File: src/hw/rtl/blt_pkg.sv
// Shared types and codes for the thumbnail cache unit.
package blt_pkg;

  localparam int KEY_W = 64;
  localparam int HANDLE_W = 64;
  localparam int DIM_W = 16;
  localparam int BYTES_W = 34;
  localparam int CNT_W = 32;
  localparam int EVICT_W = 5;
  localparam int STATUS_W = 3;
  localparam logic [BYTES_W-1:0] BUDGET_RESET = 34'd33554432;

  localparam logic [STATUS_W-1:0] ST_ADMITTED = 3'd0;
  localparam logic [STATUS_W-1:0] ST_HIT = 3'd1;
  localparam logic [STATUS_W-1:0] ST_MISS = 3'd2;
  localparam logic [STATUS_W-1:0] ST_REJECTED = 3'd3;
  localparam logic [STATUS_W-1:0] ST_IGNORED = 3'd4;

  typedef struct packed {
    logic                action;
    logic                key_is_current;
    logic [KEY_W-1:0]    entry_key;
    logic [HANDLE_W-1:0] buffer_handle;
    logic [DIM_W-1:0]    pixel_width;
    logic [DIM_W-1:0]    pixel_height;
  } req_t;

  // request after classification by the front end
  typedef struct packed {
    logic                ignore;
    logic                find;
    logic [KEY_W-1:0]    entry_key;
    logic [HANDLE_W-1:0] buffer_handle;
    logic [DIM_W-1:0]    pixel_width;
    logic [DIM_W-1:0]    pixel_height;
    logic [BYTES_W-1:0]  item_bytes;
  } cmd_t;

  typedef struct packed {
    logic [STATUS_W-1:0] status;
    logic [HANDLE_W-1:0] found_handle;
    logic [DIM_W-1:0]    found_width;
    logic [DIM_W-1:0]    found_height;
    logic [EVICT_W-1:0]  evicted_now;
    logic [BYTES_W-1:0]  resident_total;
    logic [BYTES_W-1:0]  peak_total;
    logic [CNT_W-1:0]    hit_total;
    logic [CNT_W-1:0]    miss_total;
    logic [CNT_W-1:0]    eviction_total;
    logic [CNT_W-1:0]    rejection_total;
  } rsp_t;

endpackage

File: src/hw/rtl/blt_front.sv
// Front end: accept request beats, compute byte size, classify.
module blt_front (
  input  logic           clk,
  input  logic           rst,
  input  logic           in_valid,
  output logic           in_ready,
  input  blt_pkg::req_t  in_req,
  output logic           cmd_valid,
  input  logic           cmd_ready,
  output blt_pkg::cmd_t  cmd
);
  import blt_pkg::*;

  typedef enum logic [1:0] {F_IDLE, F_MUL, F_OUT} fstate_t;

  fstate_t state;
  req_t req;
  logic [2*DIM_W-1:0] area;

  assign in_ready = (state == F_IDLE);
  assign cmd_valid = (state == F_OUT);

  always_ff @(posedge clk) begin
    if (rst) begin
      state <= F_IDLE;
    end else begin
      case (state)
        F_IDLE: begin
          if (in_valid) begin
            req <= in_req;
            state <= F_MUL;
          end
        end
        F_MUL: begin
          area <= req.pixel_width * req.pixel_height;
          state <= F_OUT;
        end
        F_OUT: begin
          if (cmd_ready) state <= F_IDLE;
        end
        default: state <= F_IDLE;
      endcase
    end
  end

  always_comb begin
    cmd.find = req.action;
    cmd.entry_key = req.entry_key;
    cmd.buffer_handle = req.buffer_handle;
    cmd.pixel_width = req.pixel_width;
    cmd.pixel_height = req.pixel_height;
    cmd.item_bytes = {area, 2'b00};
    cmd.ignore = !req.key_is_current ||
                 (!req.action && (req.buffer_handle == '0 || area == '0));
  end

endmodule

File: src/hw/rtl/blt_queue.sv
// Two-entry command queue between front and back end.
module blt_queue (
  input  logic           clk,
  input  logic           rst,
  input  logic           wr_valid,
  output logic           wr_ready,
  input  blt_pkg::cmd_t  wr_cmd,
  output logic           rd_valid,
  input  logic           rd_ready,
  output blt_pkg::cmd_t  rd_cmd
);
  import blt_pkg::*;

  cmd_t mem [2];
  logic wptr, rptr;
  logic [1:0] count;

  assign wr_ready = (count != 2'd2);
  assign rd_valid = (count != 2'd0);
  assign rd_cmd = mem[rptr];

  always_ff @(posedge clk) begin
    if (wr_valid && wr_ready) mem[wptr] <= wr_cmd;
  end

  always_ff @(posedge clk) begin
    if (rst) begin
      wptr <= 1'b0;
      rptr <= 1'b0;
      count <= 2'd0;
    end else begin
      if (wr_valid && wr_ready) wptr <= !wptr;
      if (rd_valid && rd_ready) rptr <= !rptr;
      count <= count + 2'(wr_valid && wr_ready) - 2'(rd_valid && rd_ready);
    end
  end

`ifndef ASSERT_OFF
  a_no_overflow: assert property (@(posedge clk) disable iff (rst)
    count == 2'd2 |-> !wr_ready) else $error("queue accepts when full");
  a_count_range: assert property (@(posedge clk) disable iff (rst)
    count != 2'd3) else $error("queue count out of range");
  a_pop_nonempty: assert property (@(posedge clk) disable iff (rst)
    rd_ready && count == 2'd0 |=> count <= 2'd1) else $error("queue underflow");
`endif

endmodule

File: src/hw/rtl/blt_back.sv
// Back end: slot table, lookup, eviction sequencer and counters.
module blt_back #(
  parameter int SLOTS = 8,
  parameter int STAMP_BITS = 32
) (
  input  logic                         clk,
  input  logic                         rst,
  input  logic                         cfg_we,
  input  logic [blt_pkg::BYTES_W-1:0]  cfg_data,
  input  logic                         cmd_valid,
  output logic                         cmd_ready,
  input  blt_pkg::cmd_t                cmd_in,
  output logic                         rsp_valid,
  input  logic                         rsp_ready,
  output blt_pkg::rsp_t                rsp
);
  import blt_pkg::*;

  localparam int IDX_W = (SLOTS > 1) ? $clog2(SLOTS) : 1;

  typedef enum logic [2:0] {
    B_IDLE, B_MATCH, B_CHECK, B_SCAN, B_EVICT, B_PLACE, B_DONE
  } bstate_t;

  bstate_t state;
  cmd_t cmd;
  logic [BYTES_W-1:0] budget;
  logic [SLOTS-1:0] slot_valid;
  logic [KEY_W-1:0] slot_key [SLOTS];
  logic [HANDLE_W-1:0] slot_handle [SLOTS];
  logic [DIM_W-1:0] slot_width [SLOTS];
  logic [DIM_W-1:0] slot_height [SLOTS];
  logic [BYTES_W-1:0] slot_bytes [SLOTS];
  logic [STAMP_BITS-1:0] slot_stamp [SLOTS];
  logic [STAMP_BITS-1:0] stamp_counter;
  logic [BYTES_W-1:0] held_bytes, peak_bytes;
  logic [CNT_W-1:0] hit_count, miss_count, eviction_count, rejection_count;
  logic [EVICT_W-1:0] evicted;
  logic match_found;
  logic [IDX_W-1:0] match_idx;
  logic [BYTES_W-1:0] match_bytes;
  logic old_found;
  logic [IDX_W-1:0] old_idx;
  logic [IDX_W-1:0] scan_idx;
  logic [IDX_W:0] scan_cnt;
  logic scan_final;
  logic [STATUS_W-1:0] status;

  // combinational lookups over all SLOTS slots
  logic hit_any, free_any;
  logic [IDX_W-1:0] hit_idx, free_idx;
  logic [BYTES_W+1:0] need;

  always_comb begin
    hit_any = 1'b0;
    hit_idx = '0;
    free_any = 1'b0;
    free_idx = '0;
    for (int i = SLOTS - 1; i >= 0; i--) begin
      if (slot_valid[i] && slot_key[i] == cmd.entry_key) begin
        hit_any = 1'b1;
        hit_idx = IDX_W'(i);
      end
      if (!slot_valid[i]) begin
        free_any = 1'b1;
        free_idx = IDX_W'(i);
      end
    end
  end

  assign need = {2'b00, held_bytes} + {2'b00, cmd.item_bytes} -
                {2'b00, (match_found ? match_bytes : '0)};
  assign cmd_ready = (state == B_IDLE);

  logic scan_take;
  assign scan_take = slot_valid[scan_idx] &&
                     !(scan_final && match_found && scan_idx == match_idx) &&
                     (!old_found || slot_stamp[scan_idx] < slot_stamp[old_idx]);

  always_ff @(posedge clk) begin
    if (rst) begin
      state <= B_IDLE;
      budget <= BUDGET_RESET;
      slot_valid <= '0;
      stamp_counter <= '0;
      held_bytes <= '0;
      peak_bytes <= '0;
      hit_count <= '0;
      miss_count <= '0;
      eviction_count <= '0;
      rejection_count <= '0;
      rsp_valid <= 1'b0;
    end else begin
      if (cfg_we) budget <= cfg_data;
      case (state)
        B_IDLE: begin
          if (cmd_valid) begin
            cmd <= cmd_in;
            evicted <= '0;
            state <= B_MATCH;
          end
        end
        B_MATCH: begin
          match_found <= hit_any;
          match_idx <= hit_idx;
          match_bytes <= slot_bytes[hit_idx];
          if (cmd.ignore) begin
            status <= ST_IGNORED;
            state <= B_DONE;
          end else if (cmd.find) begin
            if (hit_any && slot_handle[hit_idx] != '0) begin
              stamp_counter <= stamp_counter + 1'b1;
              slot_stamp[hit_idx] <= stamp_counter + 1'b1;
              hit_count <= hit_count + 1'b1;
              status <= ST_HIT;
            end else begin
              miss_count <= miss_count + 1'b1;
              status <= ST_MISS;
            end
            state <= B_DONE;
          end else if (cmd.item_bytes > budget) begin
            rejection_count <= rejection_count + 1'b1;
            status <= ST_REJECTED;
            state <= B_DONE;
          end else begin
            state <= B_CHECK;
          end
        end
        B_CHECK: begin
          old_found <= 1'b0;
          scan_cnt <= '0;
          if (need > {2'b00, budget}) begin
            scan_final <= 1'b1;
            scan_idx <= '0;
            state <= B_SCAN;
          end else if (match_found || free_any) begin
            state <= B_PLACE;
            scan_idx <= match_found ? match_idx : free_idx;
          end else begin
            scan_final <= 1'b0;
            scan_idx <= '0;
            state <= B_SCAN;
          end
        end
        B_SCAN: begin
          if (scan_take) begin
            old_found <= 1'b1;
            old_idx <= scan_idx;
          end
          scan_idx <= scan_idx + 1'b1;
          scan_cnt <= scan_cnt + 1'b1;
          if (scan_cnt == (IDX_W+1)'(SLOTS - 1)) begin
            state <= B_EVICT;
          end
        end
        B_EVICT: begin
          if (!old_found) begin
            rejection_count <= rejection_count + 1'b1;
            status <= ST_REJECTED;
            state <= B_DONE;
          end else if (scan_final) begin
            slot_valid[old_idx] <= 1'b0;
            held_bytes <= held_bytes - slot_bytes[old_idx];
            eviction_count <= eviction_count + 1'b1;
            evicted <= evicted + 1'b1;
            state <= B_CHECK;
          end else begin
            scan_idx <= old_idx;
            state <= B_PLACE;
          end
        end
        B_PLACE: begin
          // clear any occupant, then write the new entry
          if (slot_valid[scan_idx]) begin
            eviction_count <= eviction_count + 1'b1;
            evicted <= evicted + 1'b1;
          end
          begin
            logic [BYTES_W-1:0] res;
            res = held_bytes - (slot_valid[scan_idx] ? slot_bytes[scan_idx] : '0)
                  + cmd.item_bytes;
            held_bytes <= res;
            if (res > peak_bytes) peak_bytes <= res;
          end
          slot_valid[scan_idx] <= 1'b1;
          slot_key[scan_idx] <= cmd.entry_key;
          slot_handle[scan_idx] <= cmd.buffer_handle;
          slot_width[scan_idx] <= cmd.pixel_width;
          slot_height[scan_idx] <= cmd.pixel_height;
          slot_bytes[scan_idx] <= cmd.item_bytes;
          slot_stamp[scan_idx] <= stamp_counter + 1'b1;
          stamp_counter <= stamp_counter + 1'b1;
          miss_count <= miss_count + 1'b1;
          status <= ST_ADMITTED;
          state <= B_DONE;
        end
        B_DONE: begin
          if (!rsp_valid || rsp_ready) begin
            rsp_valid <= 1'b1;
            rsp.status <= status;
            rsp.found_handle <= (status == ST_HIT) ? slot_handle[match_idx] : '0;
            rsp.found_width <= (status == ST_HIT) ? slot_width[match_idx] : '0;
            rsp.found_height <= (status == ST_HIT) ? slot_height[match_idx] : '0;
            rsp.evicted_now <= evicted;
            rsp.resident_total <= held_bytes;
            rsp.peak_total <= peak_bytes;
            rsp.hit_total <= hit_count;
            rsp.miss_total <= miss_count;
            rsp.eviction_total <= eviction_count;
            rsp.rejection_total <= rejection_count;
            state <= B_IDLE;
          end
        end
        default: state <= B_IDLE;
      endcase
      if (rsp_valid && rsp_ready && state != B_DONE) rsp_valid <= 1'b0;
    end
  end

`ifndef ASSERT_OFF
  a_peak: assert property (@(posedge clk) disable iff (rst)
    peak_bytes >= held_bytes) else $error("peak below resident");
  a_evict_clears: assert property (@(posedge clk) disable iff (rst)
    state == B_EVICT && old_found && scan_final |=> !slot_valid[$past(old_idx)])
    else $error("evicted slot still valid");
  a_place_valid: assert property (@(posedge clk) disable iff (rst)
    state == B_PLACE |=> slot_valid[$past(scan_idx)]) else $error("placed slot invalid");
  a_evict_bound: assert property (@(posedge clk) disable iff (rst)
    evicted <= EVICT_W'(SLOTS)) else $error("too many evictions");
`endif

endmodule

File: src/hw/rtl/budgeted_lru_thumbnail_cache_unit.sv
// Top level of the byte-budgeted LRU thumbnail cache.
// Usage:
//   s_axis carries one request beat: admit (action 0) or find (action 1),
//   with action and key_is_current on s_axis_tuser.
//   m_axis returns exactly one result beat per request, in order, with the
//   status on m_axis_tuser.
//   cfg_we/cfg_data write budget_bytes; write only while idle.
// Flow: the front end registers a beat, then its byte size, and the queue
//   passes it on. A find, an ignored request or one larger than the budget
//   goes through B_MATCH and B_DONE; an admit that fits goes through B_MATCH,
//   B_CHECK, B_PLACE and B_DONE. Each eviction costs one full slot scan,
//   one slot a cycle; the back end takes no request until it answers.
// A two-entry command queue lets the front accept new beats while the
//   back end works; the result register holds a beat until m_axis_tready.
// Reset (rst, synchronous) empties all slots, zeroes the counters and
//   sets the budget to 33554432 bytes.
// While the receiver stalls, the back end holds its result and stops;
//   the queue fills and then s_axis_tready drops.
module budgeted_lru_thumbnail_cache_unit #(
  parameter int SLOTS = 8,
  parameter int STAMP_BITS = 32
) (
  input  logic          clk,
  input  logic          rst,
  input  logic          cfg_we,
  input  logic [33:0]   cfg_data,
  input  logic          s_axis_tvalid,
  output logic          s_axis_tready,
  // action[0], key_is_current[1]
  input  logic [1:0]    s_axis_tuser,
  // entry_key[63:0], buffer_handle[127:64], pixel_width[143:128],
  // pixel_height[159:144]
  input  logic [159:0]  s_axis_tdata,
  output logic          m_axis_tvalid,
  input  logic          m_axis_tready,
  // status[2:0]
  output logic [2:0]    m_axis_tuser,
  // found_handle[63:0], found_width[79:64], found_height[95:80],
  // evicted_now[100:96], resident_total[134:101], peak_total[168:135],
  // hit_total[200:169], miss_total[232:201], eviction_total[264:233],
  // rejection_total[296:265]
  output logic [303:0]  m_axis_tdata
);
  import blt_pkg::*;

  req_t req;
  cmd_t f_cmd, q_cmd;
  rsp_t rsp;
  logic f_valid, f_ready, q_valid, q_ready;

  always_comb begin
    req.action = s_axis_tuser[0];
    req.entry_key = s_axis_tdata[63:0];
    req.key_is_current = s_axis_tuser[1];
    req.buffer_handle = s_axis_tdata[127:64];
    req.pixel_width = s_axis_tdata[143:128];
    req.pixel_height = s_axis_tdata[159:144];
  end

  assign m_axis_tuser = rsp.status;
  assign m_axis_tdata = {7'b0000000, rsp.rejection_total, rsp.eviction_total,
                         rsp.miss_total, rsp.hit_total, rsp.peak_total,
                         rsp.resident_total, rsp.evicted_now, rsp.found_height,
                         rsp.found_width, rsp.found_handle};

  blt_front u_front (
    .clk(clk), .rst(rst),
    .in_valid(s_axis_tvalid), .in_ready(s_axis_tready), .in_req(req),
    .cmd_valid(f_valid), .cmd_ready(f_ready), .cmd(f_cmd)
  );

  blt_queue u_queue (
    .clk(clk), .rst(rst),
    .wr_valid(f_valid), .wr_ready(f_ready), .wr_cmd(f_cmd),
    .rd_valid(q_valid), .rd_ready(q_ready), .rd_cmd(q_cmd)
  );

  blt_back #(.SLOTS(SLOTS), .STAMP_BITS(STAMP_BITS)) u_back (
    .clk(clk), .rst(rst),
    .cfg_we(cfg_we), .cfg_data(cfg_data),
    .cmd_valid(q_valid), .cmd_ready(q_ready), .cmd_in(q_cmd),
    .rsp_valid(m_axis_tvalid), .rsp_ready(m_axis_tready), .rsp(rsp)
  );

endmodule
File: config.mk
export PLATFORM = sky130hd
export DESIGN_NAME = budgeted_lru_thumbnail_cache_unit
export DESIGN_NICKNAME = d
export VERILOG_FILES = /design/src/hw/rtl/blt_pkg.sv /design/src/hw/rtl/blt_front.sv /design/src/hw/rtl/blt_queue.sv /design/src/hw/rtl/blt_back.sv /design/src/hw/rtl/budgeted_lru_thumbnail_cache_unit.sv
export SDC_FILE = /design/constraint.sdc
export NUM_CORES = 2
export LEC_CHECK = 0
export BUFFER_PORTS_ARGS = -buffer_cell sky130_fd_sc_hd__clkbuf_2
export CELL_PAD_IN_SITES_DETAIL_PLACEMENT = 0
export CELL_PAD_IN_SITES_GLOBAL_PLACEMENT = 2
export CORE_UTILIZATION = 40
export CTS_BUF_LIST = sky130_fd_sc_hd__clkbuf_2
export DETAILED_ROUTE_END_ITERATION = 12
export PLACE_DENSITY_LB_ADDON = 0.1
export SETUP_SLACK_MARGIN = 0.02
export SYNTH_ARGS = -nofsm -noshare
export SYNTH_HDL_FRONTEND = slang
export SYNTH_SLANG_ARGS = --single-unit
File: constraint.sdc
create_clock -name clk -period 28.9 [get_ports clk]
set_clock_uncertainty 0.2 [all_clocks]
set_input_delay 5.78 -clock clk [delete_from_list [all_inputs] [get_ports clk]]
set_output_delay 5.78 -clock clk [all_outputs]
set_load 0.005 [all_outputs]
==> results.cfg <==
[clock_tree]
cts_htree_levels = 6
cts_made_buffers = 826
cts_resized = 0
cts_tree = built
cts_max_path_buffers = 4
postCtsSetupBuffers = 0
holdBufCountCts = 0
clk_pin_slew_ns = 0.12
root_buffer = clkbuf_2
clock_sinks = 3202
clk_latency_ns = 2.23

[worst_setup_path]
critPathTopFamily = compound AO/OA/AOI/OAI gates
crit_cells = 29
cp_slowest_cell = edfxtp_1
slowest_delay_ns = 0.84
critical_path.n_buffers_inverters = 3
start_kind = flop
crit_path_max_fanout = 30
worstSetupEndpointType = flop
cp_data_arrival_time_ns = 10.94
critical_path_class = flop to flop
cp.required_ns = 30.62
ff2ff_path_depth = 29
reg2reg_setup_slack_ns = 19.67

[synth]
async_flop_share = 0
yosys_warnings = 0
synth_common_cells = edfxtp_1 (2920), inv_1 (520), nor2_1 (492), nand2_1 (453), mux4_2 (450)
synth.area.top_cells = edfxtp_1 (60%), mux4_2 (6.9%), dfxtp_1 (3.8%)
synthFlopType = edfxtp_1
synth_area_um2 = 147000
syn_avg_cell_area_um2 = 15.2
synth-seq-cells = 3202
synth_edf_count = 2920
ys_seq_area_frac = 0.635
syn_inst = 9691
synth_most_common_cell = edfxtp_1
yosysTopAreaCellShare = 0.597
synth.distinct_cells = 92
yosysTopAreaCell = edfxtp_1

[placement]
dp_worst_setup_slack_ns = 18.67
postPlaceCellArea_um2 = 156000
gp_congestion = 0.863
post-dp-hpwl_um = 291000
portBuffers = 498
place_inst = 14800

[floorplan]
coreArea_um2 = 366000
die_x_um = 608
die_h_um = 608
pin_count = 510
rows = 222
start_util = 0.402
dieArea_um2 = 370000

[sta]
finalMaxSlewViolations = 0
fin_ws_ns = 19.67
max_freq_ghz = 0.108
fin_crit_sh = 0.319
finalHoldViolations = 0
rsz0062_at_grt = false
min_period_ns = 9.23
maxSlewHeadroom = 0.168
setup_viol = 0
finalSetupTns_ns = 0
max_slew.worst_pin.slew_ns = 1.25

[drt]
drt_iter0_markers = 6898
ant_nets = 0
vias = 88200
wl_per_cell_um = 26.5
drt-total-wl_um = 433000
drcViolationCount = 0
vias_per_cell = 5.40
drt_pre_antenna_iters = 6

[finish]
finalNetCount = 11600
final_util = 0.447
final_area_um2 = 164000
layout-drive-gt1-share = 0.244
area_delta_synth_final_pct = 11.3
final_cells = 16300

[flow_run]
maxCapViolations = 0

[global_routing]
grt_pass1_vias = 91700
antenna_found_initial = 26
grt_use_total = 0.230
grt_overflow = 0
grt_max_degree = 136
grt_pass1_wl_um = 626000

[status]
status = finished clean

[pwr]
p_per_area_nw_per_um2 = 73.7
irDropWorstVdd_mv = 0.127
p_leak_nw = 58.1

[worst_hold_path]
hold_path.class = flop to flop
hold_depth = 0
## cells in the final DEF (no fill, tap or decap), drive strengths merged, types with 188 or more instances in the layout
cell and instances:
edfxtp 2920, clkbuf 1692, inv 540, nor2 492, nand2 454, mux4 450
mux2i 407, ha 367, xnor2 357, xor2 333, nor4 291, dfxtp 282
mux2 270, clkinv 259, fa 229, nand4 226, buf 222, nand2b 214
o21ai 207, a21oi 188
## through the flow
step                total power [mW]  hold slack, ns
finish                          12.1           0.231
global route                    12.8           0.248
floorplan                       7.83           0.208
global placement                9.01           0.224
CTS                             12.2           0.219
detailed placement              9.02           0.220
## state kept, by name, indices dropped and copies added (netlist names), 34 cells and up, named ones only
signal              flops
u_back.slot_bytes     256
u_back.cmd            194
u_back.slot_stamp     256
u_back.slot_height    128
u_back.budget          34
u_queue.mem           388
u_back.rsp            296
u_back.slot_handle    512
u_back.slot_key       512
u_front.cmd           161
u_back.slot_width     128
## routing by layer
metal / up-vias / routed length (µm) / track usage
li1: 39700 / - / -
met1: 45100 / 190000 / 0.312
met2: 2780 / 209000 / 0.382
met3: 589 / 22400 / 0.0366
met4: 4 / 11700 / 0.0689
met5: - / 32 / 0
## layout make-up
class / count / area, µm²
inverter: 521 / 1960
antenna: 7 / 17.5
clock buffer: 1195 / 5980
fill: 33200 / 202000
clock inverter: 302 / 1710
timing repair buffer: 719 / 4220
tap: 4816 / 6030
multi-input combinational: 5575 / 50300
sequential: 3202 / 93400
## where the power goes
part	internal, mW	switching, mW	leakage, nW	total [mW]
Combinational	1.31	1.98	23.6	3.29
Sequential	5.37	0.231	28.8	5.60
Clock	1.26	1.91	5.80	3.17
Total	7.93	4.12	58.1	12.1
## worst reg2reg max path, delay by kind of cell (launching register included)
| kind | cells | cell delay [ns] |
|---|---|---|
| XOR/XNOR | 1 | 0.15 |
| adder cells (fa/ha/maj) | 3 | 1.16 |
| buffers and inverters | 3 | 0.97 |
| AO/OA/AOI/OAI | 11 | 2.97 |
| flip-flops | 1 | 0.84 |
| AND/OR/NAND/NOR | 8 | 1.44 |
| multiplexers | 3 | 1.32 |
## cells by family after synthesis
family                     count (synthesis)  share of synthesized area
buffers and inverters                    924                     0.0246
adders and majority gates                596                     0.0624
AOI/OAI and AO/OA                        836                     0.0374
and+or+nand+nor                         2315                     0.0820
DFF                                     3202                      0.635
other                                      1                  0.0000255
muxes                                   1127                      0.117
xor gates and xnor gates                 690                     0.0411
## path summary, 6_finish.rpt
check | start | endpoint
max | u_back.scan_idx[1]$_DFFE_PP_ | u_back.peak_bytes[22]$_SDFFE_PP0P_
min | u_front.cmd[96]$_DFFE_PP_ | u_queue.mem[1][94]$_DFFE_PP_
max reg2reg | u_back.scan_idx[1]$_DFFE_PP_ | u_back.peak_bytes[22]$_SDFFE_PP0P_
min reg2reg | u_front.cmd[96]$_DFFE_PP_ | u_queue.mem[1][94]$_DFFE_PP_
No activity file was read; power rests on OpenSTA's default activity.
